`config.mk`:
```
export PLATFORM = sky130hd
export DESIGN_NAME = nurand_range_generator
export DESIGN_NICKNAME = d
export VERILOG_FILES = /design/src/hdl/nurg_pkg.sv /design/src/hdl/nurand_range_generator.sv
export SDC_FILE = /design/constraint.sdc
export NUM_CORES = 2
export LEC_CHECK = 0
export BUFFER_PORTS_ARGS = -buffer_cell sky130_fd_sc_hd__clkbuf_2
export CORE_MARGIN = 10
export CORE_UTILIZATION = 63
export CTS_CLUSTER_SIZE = 24
export DETAILED_ROUTE_END_ITERATION = 8
export PLACE_DENSITY = 0.85
export SLEW_MARGIN = 20
export SYNTH_ARGS = -nofsm -noshare
export SYNTH_HDL_FRONTEND = slang
export SYNTH_SLANG_ARGS = --single-unit
```
`constraint.sdc`:
```
create_clock -name i_clk -period 12.88 [get_ports i_clk]
set_clock_uncertainty 0.05 [all_clocks]
set_input_delay 2.576 -clock i_clk [delete_from_list [all_inputs] [get_ports i_clk]]
set_output_delay 2.576 -clock i_clk [all_outputs]
set_load 0.01 [all_outputs]
```
`src/hdl/nurg_pkg.sv`:
```
// ----------------------------------------------------------------------------
// nurg_pkg: shared types and constants of the range generator
// Holds the controller state type, register indexes, kind and action codes,
// the draw masks for the non-uniform mode and the generator geometry.
// ----------------------------------------------------------------------------
`timescale 1ns / 1ps
`default_nettype none

package nurg_pkg;

    // controller states, one-hot
    typedef enum logic [5:0] {
        ST_IDLE  = 6'b000001,
        ST_GEN_A = 6'b000010,
        ST_GEN_B = 6'b000100,
        ST_DIV   = 6'b001000,
        ST_COMB  = 6'b010000,
        ST_OUT   = 6'b100000
    } t_state;

    // configuration register indexes
    typedef enum logic [2:0] {
        CFG_SEED0     = 3'd0,
        CFG_SEED1     = 3'd1,
        CFG_SEED2     = 3'd2,
        CFG_SEED3     = 3'd3,
        CFG_OFS_LOAD  = 3'd4,
        CFG_OFS_RUN   = 3'd5,
        CFG_OFS_CUST  = 3'd6,
        CFG_OFS_ITEM  = 3'd7
    } t_cfg_idx;

    // request kinds
    localparam logic [1:0] KIND_LAST_LOAD = 2'd0;
    localparam logic [1:0] KIND_LAST_RUN  = 2'd1;
    localparam logic [1:0] KIND_CUSTOMER  = 2'd2;
    localparam logic [1:0] KIND_ITEM      = 2'd3;

    // request actions
    localparam logic ACT_UNIFORM = 1'b0;
    localparam logic ACT_NURAND  = 1'b1;

    // masks for uniform(0, A), A + 1 being a power of two
    localparam int          OFS_W        = 13;
    localparam logic [12:0] MASK_LAST    = 13'h00FF;
    localparam logic [12:0] MASK_CUST    = 13'h03FF;
    localparam logic [12:0] MASK_ITEM    = 13'h1FFF;

    // generator geometry
    localparam int WORD_W  = 64;
    localparam int ROT_R   = 23;
    localparam int ROT_S   = 45;
    localparam int SHIFT_T = 17;

endpackage : nurg_pkg

`default_nettype wire

```
`src/hdl/nurand_range_generator.sv`:
```
// ----------------------------------------------------------------------------
// nurand_range_generator: random integer in an inclusive range per request
// A xoshiro256++ source feeds a bit-serial restoring remainder unit. Uniform
// requests return draw mod span plus low; NURand requests fold a masked first
// draw into a second one, add the kind offset and reduce once more.
// ----------------------------------------------------------------------------
// A uniform request makes one pass of the 64-step radix-2 remainder unit, a
// NURand request two; an inverted range skips the generator and the unit.
// A new request is accepted only in idle, once the last result is in the output register.
// Reset (synchronous, active low): seeds 1,0,0,0, generator loaded from them,
// offsets zero, no result pending.
`timescale 1ns / 1ps
`default_nettype none

module nurand_range_generator (
    input  wire         i_clk,
    input  wire         i_rst_n,
    // request channel
    input  wire         s_axis_tvalid,
    output logic        s_axis_tready,
    input  wire  [63:0] s_axis_tdata,   // range_low[31:0], range_high[63:32]
    input  wire  [2:0]  s_axis_tuser,   // action[0], kind[2:1]
    // result channel
    output logic        m_axis_tvalid,
    input  wire         m_axis_tready,
    output logic [31:0] m_axis_tdata,   // value[31:0]
    output logic        m_axis_tuser,   // range_error[0]
    // configuration write port
    input  wire         i_cfg_we,
    input  wire  [2:0]  i_cfg_addr,
    input  wire  [63:0] i_cfg_data
);
    import nurg_pkg::*;

    t_state       r_state, n_state;
    logic [63:0]  r_seed [4];
    logic [63:0]  r_gen  [4];
    logic [63:0]  gen_nxt [4];
    logic [12:0]  r_ofs_load, r_ofs_run, r_ofs_cust, r_ofs_item;

    logic         r_action, r_have_first, r_final, r_err;
    logic [5:0]   r_cnt;
    logic [63:0]  r_acc;
    logic [63:0]  r_dividend;
    logic [32:0]  r_rem;
    logic [32:0]  r_span;
    logic [31:0]  r_low;
    logic [12:0]  r_c;
    logic [12:0]  r_mask;
    logic [12:0]  r_first;

    logic         r_out_valid, r_out_err;
    logic [31:0]  r_out_data;

    logic         req_accept;
    logic [31:0]  req_low, req_high;
    logic [12:0]  sel_c, sel_mask;
    logic [63:0]  draw;
    logic [33:0]  trial, trial_sub;
    logic [31:0]  rem_plus_low;
    logic [32:0]  comb_sum;
    logic         out_load;

    assign req_low    = s_axis_tdata[31:0];
    assign req_high   = s_axis_tdata[63:32];
    assign s_axis_tready = (r_state == ST_IDLE);
    assign req_accept = s_axis_tvalid && s_axis_tready;
    assign out_load   = (r_state == ST_OUT) && (!r_out_valid || m_axis_tready);

    assign m_axis_tvalid = r_out_valid;
    assign m_axis_tdata  = r_out_data;
    assign m_axis_tuser  = r_out_err;

    // offset and mask by kind
    always_comb begin
        case (s_axis_tuser[2:1])
            KIND_LAST_LOAD: begin
                sel_c    = r_ofs_load;
                sel_mask = MASK_LAST;
            end
            KIND_LAST_RUN: begin
                sel_c    = r_ofs_run;
                sel_mask = MASK_LAST;
            end
            KIND_CUSTOMER: begin
                sel_c    = r_ofs_cust;
                sel_mask = MASK_CUST;
            end
            KIND_ITEM: begin
                sel_c    = r_ofs_item;
                sel_mask = MASK_ITEM;
            end
            default: begin
                sel_c    = r_ofs_item;
                sel_mask = MASK_ITEM;
            end
        endcase
    end

    // xoshiro256++ state step, xor, shift and rotate only
    always_comb begin
        logic [63:0] s2x, s3x;
        s2x        = r_gen[2] ^ r_gen[0];
        s3x        = r_gen[3] ^ r_gen[1];
        gen_nxt[1] = r_gen[1] ^ s2x;
        gen_nxt[0] = r_gen[0] ^ s3x;
        gen_nxt[2] = s2x ^ (r_gen[1] << SHIFT_T);
        gen_nxt[3] = {s3x[WORD_W-1-ROT_S:0], s3x[WORD_W-1:WORD_W-ROT_S]};
    end

    // second half of the output function: rotl(s0 + s3, 23) + s0
    assign draw = {r_acc[WORD_W-1-ROT_R:0], r_acc[WORD_W-1:WORD_W-ROT_R]} + r_dividend;

    // one restoring remainder step
    assign trial     = {r_rem, r_dividend[63]};
    assign trial_sub = trial - {1'b0, r_span};

    assign rem_plus_low = r_rem[31:0] + r_low;
    assign comb_sum     = {1'b0, ({19'd0, r_first} | rem_plus_low)} + {20'd0, r_c};

    // next state
    always_comb begin
        n_state = r_state;
        case (r_state)
            ST_IDLE: begin
                if (req_accept) begin
                    n_state = (req_high < req_low) ? ST_OUT : ST_GEN_A;
                end
            end
            ST_GEN_A: n_state = ST_GEN_B;
            ST_GEN_B: begin
                if (r_action == ACT_NURAND && !r_have_first) begin
                    n_state = ST_GEN_A;
                end else begin
                    n_state = ST_DIV;
                end
            end
            ST_DIV: begin
                if (r_cnt == 6'd63) begin
                    n_state = (r_action == ACT_NURAND && !r_final) ? ST_COMB : ST_OUT;
                end
            end
            ST_COMB: n_state = ST_DIV;
            ST_OUT: begin
                if (out_load) begin
                    n_state = ST_IDLE;
                end
            end
            default: n_state = ST_IDLE;
        endcase
    end

    // control, configuration and generator state
    always_ff @(posedge i_clk) begin
        if (!i_rst_n) begin
            r_state      <= ST_IDLE;
            r_seed[0]    <= 64'd1;
            r_seed[1]    <= 64'd0;
            r_seed[2]    <= 64'd0;
            r_seed[3]    <= 64'd0;
            r_gen[0]     <= 64'd1;
            r_gen[1]     <= 64'd0;
            r_gen[2]     <= 64'd0;
            r_gen[3]     <= 64'd0;
            r_ofs_load   <= '0;
            r_ofs_run    <= '0;
            r_ofs_cust   <= '0;
            r_ofs_item   <= '0;
            r_cnt        <= '0;
            r_have_first <= 1'b0;
            r_final      <= 1'b0;
            r_out_valid  <= 1'b0;
        end else begin
            r_state <= n_state;

            // configuration writes; a seed write reloads the whole generator
            if (i_cfg_we) begin
                case (t_cfg_idx'(i_cfg_addr))
                    CFG_SEED0, CFG_SEED1, CFG_SEED2, CFG_SEED3: begin
                        r_seed[i_cfg_addr[1:0]] <= i_cfg_data;
                        for (int i = 0; i < 4; i++) begin
                            r_gen[i] <= (i_cfg_addr[1:0] == 2'(i)) ? i_cfg_data : r_seed[i];
                        end
                    end
                    CFG_OFS_LOAD: r_ofs_load <= {5'd0, i_cfg_data[7:0]};
                    CFG_OFS_RUN:  r_ofs_run  <= {5'd0, i_cfg_data[7:0]};
                    CFG_OFS_CUST: r_ofs_cust <= {3'd0, i_cfg_data[9:0]};
                    CFG_OFS_ITEM: r_ofs_item <= i_cfg_data[12:0];
                    default: ;
                endcase
            end else if (r_state == ST_GEN_A) begin
                for (int i = 0; i < 4; i++) begin
                    r_gen[i] <= gen_nxt[i];
                end
            end

            // request bookkeeping
            if (req_accept) begin
                r_have_first <= 1'b0;
                r_final      <= 1'b0;
            end
            if (r_state == ST_GEN_B) begin
                r_have_first <= 1'b1;
            end
            if (r_state == ST_COMB) begin
                r_final <= 1'b1;
            end

            // step counter of the remainder unit
            if (r_state == ST_DIV) begin
                r_cnt <= r_cnt + 6'd1;
            end else begin
                r_cnt <= '0;
            end

            // result register
            if (out_load) begin
                r_out_valid <= 1'b1;
            end else if (m_axis_tready) begin
                r_out_valid <= 1'b0;
            end
        end
    end

    // datapath
    always_ff @(posedge i_clk) begin
        case (r_state)
            ST_IDLE: begin
                if (req_accept) begin
                    r_action <= s_axis_tuser[0];
                    r_low    <= req_low;
                    r_span   <= {1'b0, req_high} - {1'b0, req_low} + 33'd1;
                    r_c      <= sel_c;
                    r_mask   <= sel_mask;
                    r_err    <= (req_high < req_low);
                    r_rem    <= '0;
                end
            end
            ST_GEN_A: begin
                r_acc      <= r_gen[0] + r_gen[3];
                r_dividend <= r_gen[0];
            end
            ST_GEN_B: begin
                if (r_action == ACT_NURAND && !r_have_first) begin
                    r_first <= draw[12:0] & r_mask;
                end else begin
                    r_dividend <= draw;
                    r_rem      <= '0;
                end
            end
            ST_DIV: begin
                // restoring step: keep the trial remainder if span fits
                if (trial >= {1'b0, r_span}) begin
                    r_rem <= trial_sub[32:0];
                end else begin
                    r_rem <= trial[32:0];
                end
                r_dividend <= {r_dividend[62:0], 1'b0};
            end
            ST_COMB: begin
                r_dividend <= {31'd0, comb_sum};
                r_rem      <= '0;
            end
            ST_OUT: begin
                if (out_load) begin
                    r_out_data <= r_err ? 32'd0 : rem_plus_low;
                    r_out_err  <= r_err;
                end
            end
            default: ;
        endcase
    end

`ifndef SYNTH
    // partial remainder always stays below the divisor
    a_rem_below_span: assert property (@(posedge i_clk) disable iff (!i_rst_n)
        (r_state == ST_DIV) |-> (r_rem < r_span))
        else $error("remainder reached span");

    // an error result carries a zero value
    a_err_zero: assert property (@(posedge i_clk) disable iff (!i_rst_n)
        (m_axis_tvalid && m_axis_tuser) |-> (m_axis_tdata == 32'd0))
        else $error("error result with nonzero value");

    // an inverted range skips the generator
    a_err_direct: assert property (@(posedge i_clk) disable iff (!i_rst_n)
        (req_accept && (req_high < req_low)) |=> (r_state == ST_OUT))
        else $error("inverted range did not go straight to output");

    // the step counter only runs inside the remainder unit
    a_cnt_div: assert property (@(posedge i_clk) disable iff (!i_rst_n)
        (r_cnt != 6'd0) |-> (r_state == ST_DIV))
        else $error("step counter running outside division");
`endif

endmodule : nurand_range_generator

`default_nettype wire
```
==> impl_metrics.json <==
{
  "setup_viol": 0,
  "critical_path.startpoint": "s_axis_tdata[1]",
  "holdPathEnd": "r_ofs_run[7]$_SDFFE_PN0P_",
  "clk_latency_ns": 0.70,
  "outcome": "completed",
  "via_per_inst": 6.67,
  "leakagePower_nw": 22.7,
  "groute.usage.overall_pct": 32.2,
  "worst_hold_startpoint": "r_ofs_run[7]$_SDFFE_PN0P_",
  "timing.setup.tns_ns": 0,
  "initial_antenna_violation_count": 16,
  "drv_cap": 0,
  "ys.flop_type": "sky130_fd_sc_hd__edfxtp_1",
  "p_per_area_nw_per_um2": 175,
  "postSynthAreaPerCell_um2": 11.0,
  "drtIter0Drc": 5238,
  "min_path_cells": 2,
  "synth_sequential_area_ratio_pct": 49.8,
  "yosysUniqueCellTypes": 82,
  "critPathArrivalTime_ns": 7.08,
  "timing.final.max_slew_violations": 0,
  "global_route_wire_length_before_repair_mm": 227,
  "tritoncts_clock_tree": "built",
  "maximum_number_of_pins_on_one_net_before_global_route_repair": 100,
  "cts_htree_levels": 3,
  "cts_num_sinks": 855,
  "critPathLaunchType": "primary input",
  "clock_tree.root_cell": "sky130_fd_sc_hd__clkbuf_16",
  "reg2reg_slack_ns": 6.96,
  "nets": 5124,
  "initial_standard_cell_utilization_of_the_core_pct": 63.7,
  "finalWirelength_mm": 152,
  "cts.reportedPaths.clkPinSlew_ns": 0.06,
  "met2_usage_pct": 50.6,
  "ant_nets": 0,
  "die-height_um": 303,
  "worst-setup-path-type": "primary input to flip-flop",
  "core_area_um2": 79300,
  "synth_largest_type_area_fraction_pct": 47.6,
  "port_buffers": 173,
  "cts-buffers-inserted": 91,
  "reg2regPathDepth": 19,
  "asyncSetResetFlopFracSynth_pct": 0,
  "synth-edff-count": 801,
  "dieWidth_um": 303,
  "area.growth.synth_to_final_pct": 9.72,
  "gr-total-overflow": 0,
  "drive_gt1_share_pct": 8.51,
  "synth.net_count": 5033,
  "std_cell_rows": 103,
  "netlist.top_cell.by_area": "sky130_fd_sc_hd__edfxtp_1",
  "fmax_ghz": 0.149,
  "hold_violations": 0,
  "peakVddDrop_mv": 0.137,
  "fp.dieArea_um2": 91900,
  "slew_headroom_pct": 13.1,
  "detailed_place.area_um2": 52300,
  "final_core_util_pct": 69.9,
  "synth-seq-cells": 855,
  "post_synth_inst_count": 4602,
  "rsz0062_at_grt": "false",
  "drt-pass1-iter-count": 9,
  "crit-reg2reg-capture": "r_dividend[30]$_DFFE_PP_",
  "synthesis.yosys.warnings": 0,
  "synth_top_cells_by_area": "sky130_fd_sc_hd__edfxtp_1 (48%), sky130_fd_sc_hd__ha_1 (6.7%), sky130_fd_sc_hd__xnor2_1 (5.6%)",
  "cp-end-kind": "flip-flop",
  "io_pins": 174,
  "via_count_of_the_first_global_routing_pass": 37700,
  "met1_track_demand_over_resource_pct": 41.5,
  "detail_route.wl_per_cell_um": 26.1,
  "critical_path_required_ns": 13.26,
  "detailed_place_hpwl_mm": 106,
  "post_cts_resize_count": 0,
  "worstReg2RegStart": "r_rem[0]$_SDFFCE_PP0P_",
  "worstMarginPinSlew_ns": 1.29,
  "cts_hold_repair_buffers": 0,
  "finish.instance_area_um2": 55400,
  "min_period_over_period_pct": 52.1,
  "period_minus_slack_ns": 6.71,
  "route.vias.total": 38900,
  "grt_peak_use_layer": "met2",
  "cts.repair_timing.setup_buffer_count": 0,
  "place_congestion": 1.00,
  "drc": 0,
  "number_of_buffers_on_the_longest_clock_path": 3,
  "min-delay-path-class": "flip-flop to flip-flop",
  "timing.critical_path.fanout_max": 4,
  "total_chip_power_mw": 9.72,
  "netlist_area_um2": 50500,
  "global_route.usage.met3_pct": 9.03
}
==> worst max-delay path, stage by stage <==
cell                       delay (ns)
sky130_fd_sc_hd__clkbuf_2        0.10
sky130_fd_sc_hd__inv_1           0.05
sky130_fd_sc_hd__ha_1            0.30
sky130_fd_sc_hd__inv_1           0.06
sky130_fd_sc_hd__ha_1            0.17
sky130_fd_sc_hd__inv_1           0.07
sky130_fd_sc_hd__fa_1            0.46
sky130_fd_sc_hd__o21bai_1        0.20
sky130_fd_sc_hd__a211o_1         0.15
sky130_fd_sc_hd__a31oi_1         0.18
sky130_fd_sc_hd__o31ai_1         0.45
sky130_fd_sc_hd__a221oi_1        0.28
sky130_fd_sc_hd__o21a_1          0.33
sky130_fd_sc_hd__o311ai_0        0.66
sky130_fd_sc_hd__a41oi_1         0.34
sky130_fd_sc_hd__o31a_1          0.34
sky130_fd_sc_hd__o21bai_1        0.13
sky130_fd_sc_hd__a21oi_1         0.09
sky130_fd_sc_hd__xor2_1          0.15
==> synth_stat cells, types with 149 or more instances <==
cell / count
sky130_fd_sc_hd__xnor2_1: 323
sky130_fd_sc_hd__a21oi_1: 281
sky130_fd_sc_hd__clkbuf_1: 195
sky130_fd_sc_hd__nand2_1: 275
sky130_fd_sc_hd__mux2i_1: 267
sky130_fd_sc_hd__edfxtp_1: 801
sky130_fd_sc_hd__o21ai_0: 149
sky130_fd_sc_hd__ha_1: 271
sky130_fd_sc_hd__xor2_1: 211
sky130_fd_sc_hd__inv_1: 231
sky130_fd_sc_hd__nor2_1: 357
sky130_fd_sc_hd__o22ai_1: 260
==> through the flow <==
step	setup slack, ns	hold slack (ns)	std cells
6_report	6.17	0.404	5828
2_1_floorplan	3.53	0.368	4602
3_3_place_gp	5.82	0.380	5649
3_5_place_dp	5.58	0.393	5649
5_1_grt	6.00	0.417	5826
4_1_cts	6.28	0.405	5821
==> sequential cells by signal (all words and copies together), names as in the netlist, 32 cells and up <==
register / count
r_dividend: 64
r_span: 33
r_rem: 33
r_acc: 64
r_seed: 256
m_axis_tdata: 32
r_low: 32
r_gen: 256
==> cells in the final DEF (no fill, tap or decap), drive strengths merged, types with 44 or more instances in the layout <==
cell type	count
a21o	122
and2	91
clkbuf	306
o21a	44
nand2	275
nor2	357
xor2	211
nand2b	51
o22ai	260
edfxtp	801
xnor2	323
nor2b	51
inv	235
a21oi	281
and3	44
o21ai	150
ha	271
nand3	67
mux2i	267
dfxtp	54
==> area by class of cell <==
class / count / area [µm²]
timing repair buffer: 214 / 1190
clock buffer: 133 / 2550
inverter: 232 / 872
antenna: 6 / 15.0
fill: 5473 / 23900
multi-input combinational: 3299 / 23900
clock inverter: 39 / 452
sequential: 855 / 25100
tap: 1050 / 1310
==> per-layer routing <==
layer | vias up | wire, µm | share of wire, %
li1 | 17200 | - | -
met1 | 18800 | 55900 | 37
met2 | 2437 | 69300 | 46
met3 | 478 | 19500 | 13
met4 | 20 | 7370 | 4.8
met5 | - | 141 | 0.093
==> worst max-delay path by stage <==
stage / end / slack (ns) / cells past startpoint
after floorplan: r_dividend[0]$_DFFE_PP_ / 3.53 / 4
after global placement: r_span[31]$_DFFE_PP_ / 5.82 / 19
after detailed placement: r_span[31]$_DFFE_PP_ / 5.58 / 19
after CTS: r_span[31]$_DFFE_PP_ / 6.28 / 19
after global routing: r_span[31]$_DFFE_PP_ / 6.00 / 19
final: r_span[31]$_DFFE_PP_ / 6.17 / 19
==> report_power, final <==
part           switching (mW)  internal [mW]  leakage (nW)  total (mW)
logic                    2.07           1.27          12.9        3.34
clock network            1.15           1.51          1.47        2.66
registers               0.273           3.45          8.34        3.72
total                    3.49           6.23          22.7        9.72
==> cell families after synthesis <==
group | synth area share [%]
AND/OR/NAND/NOR | 10.1
XOR/XNOR | 9.26
flip-flops | 49.8
buffers and inverters | 3.34
AO/OA/AOI/OAI | 14.3
multiplexers | 5.65
adder cells (fa/ha/maj) | 7.55
(Power assumes the default switching activity.)
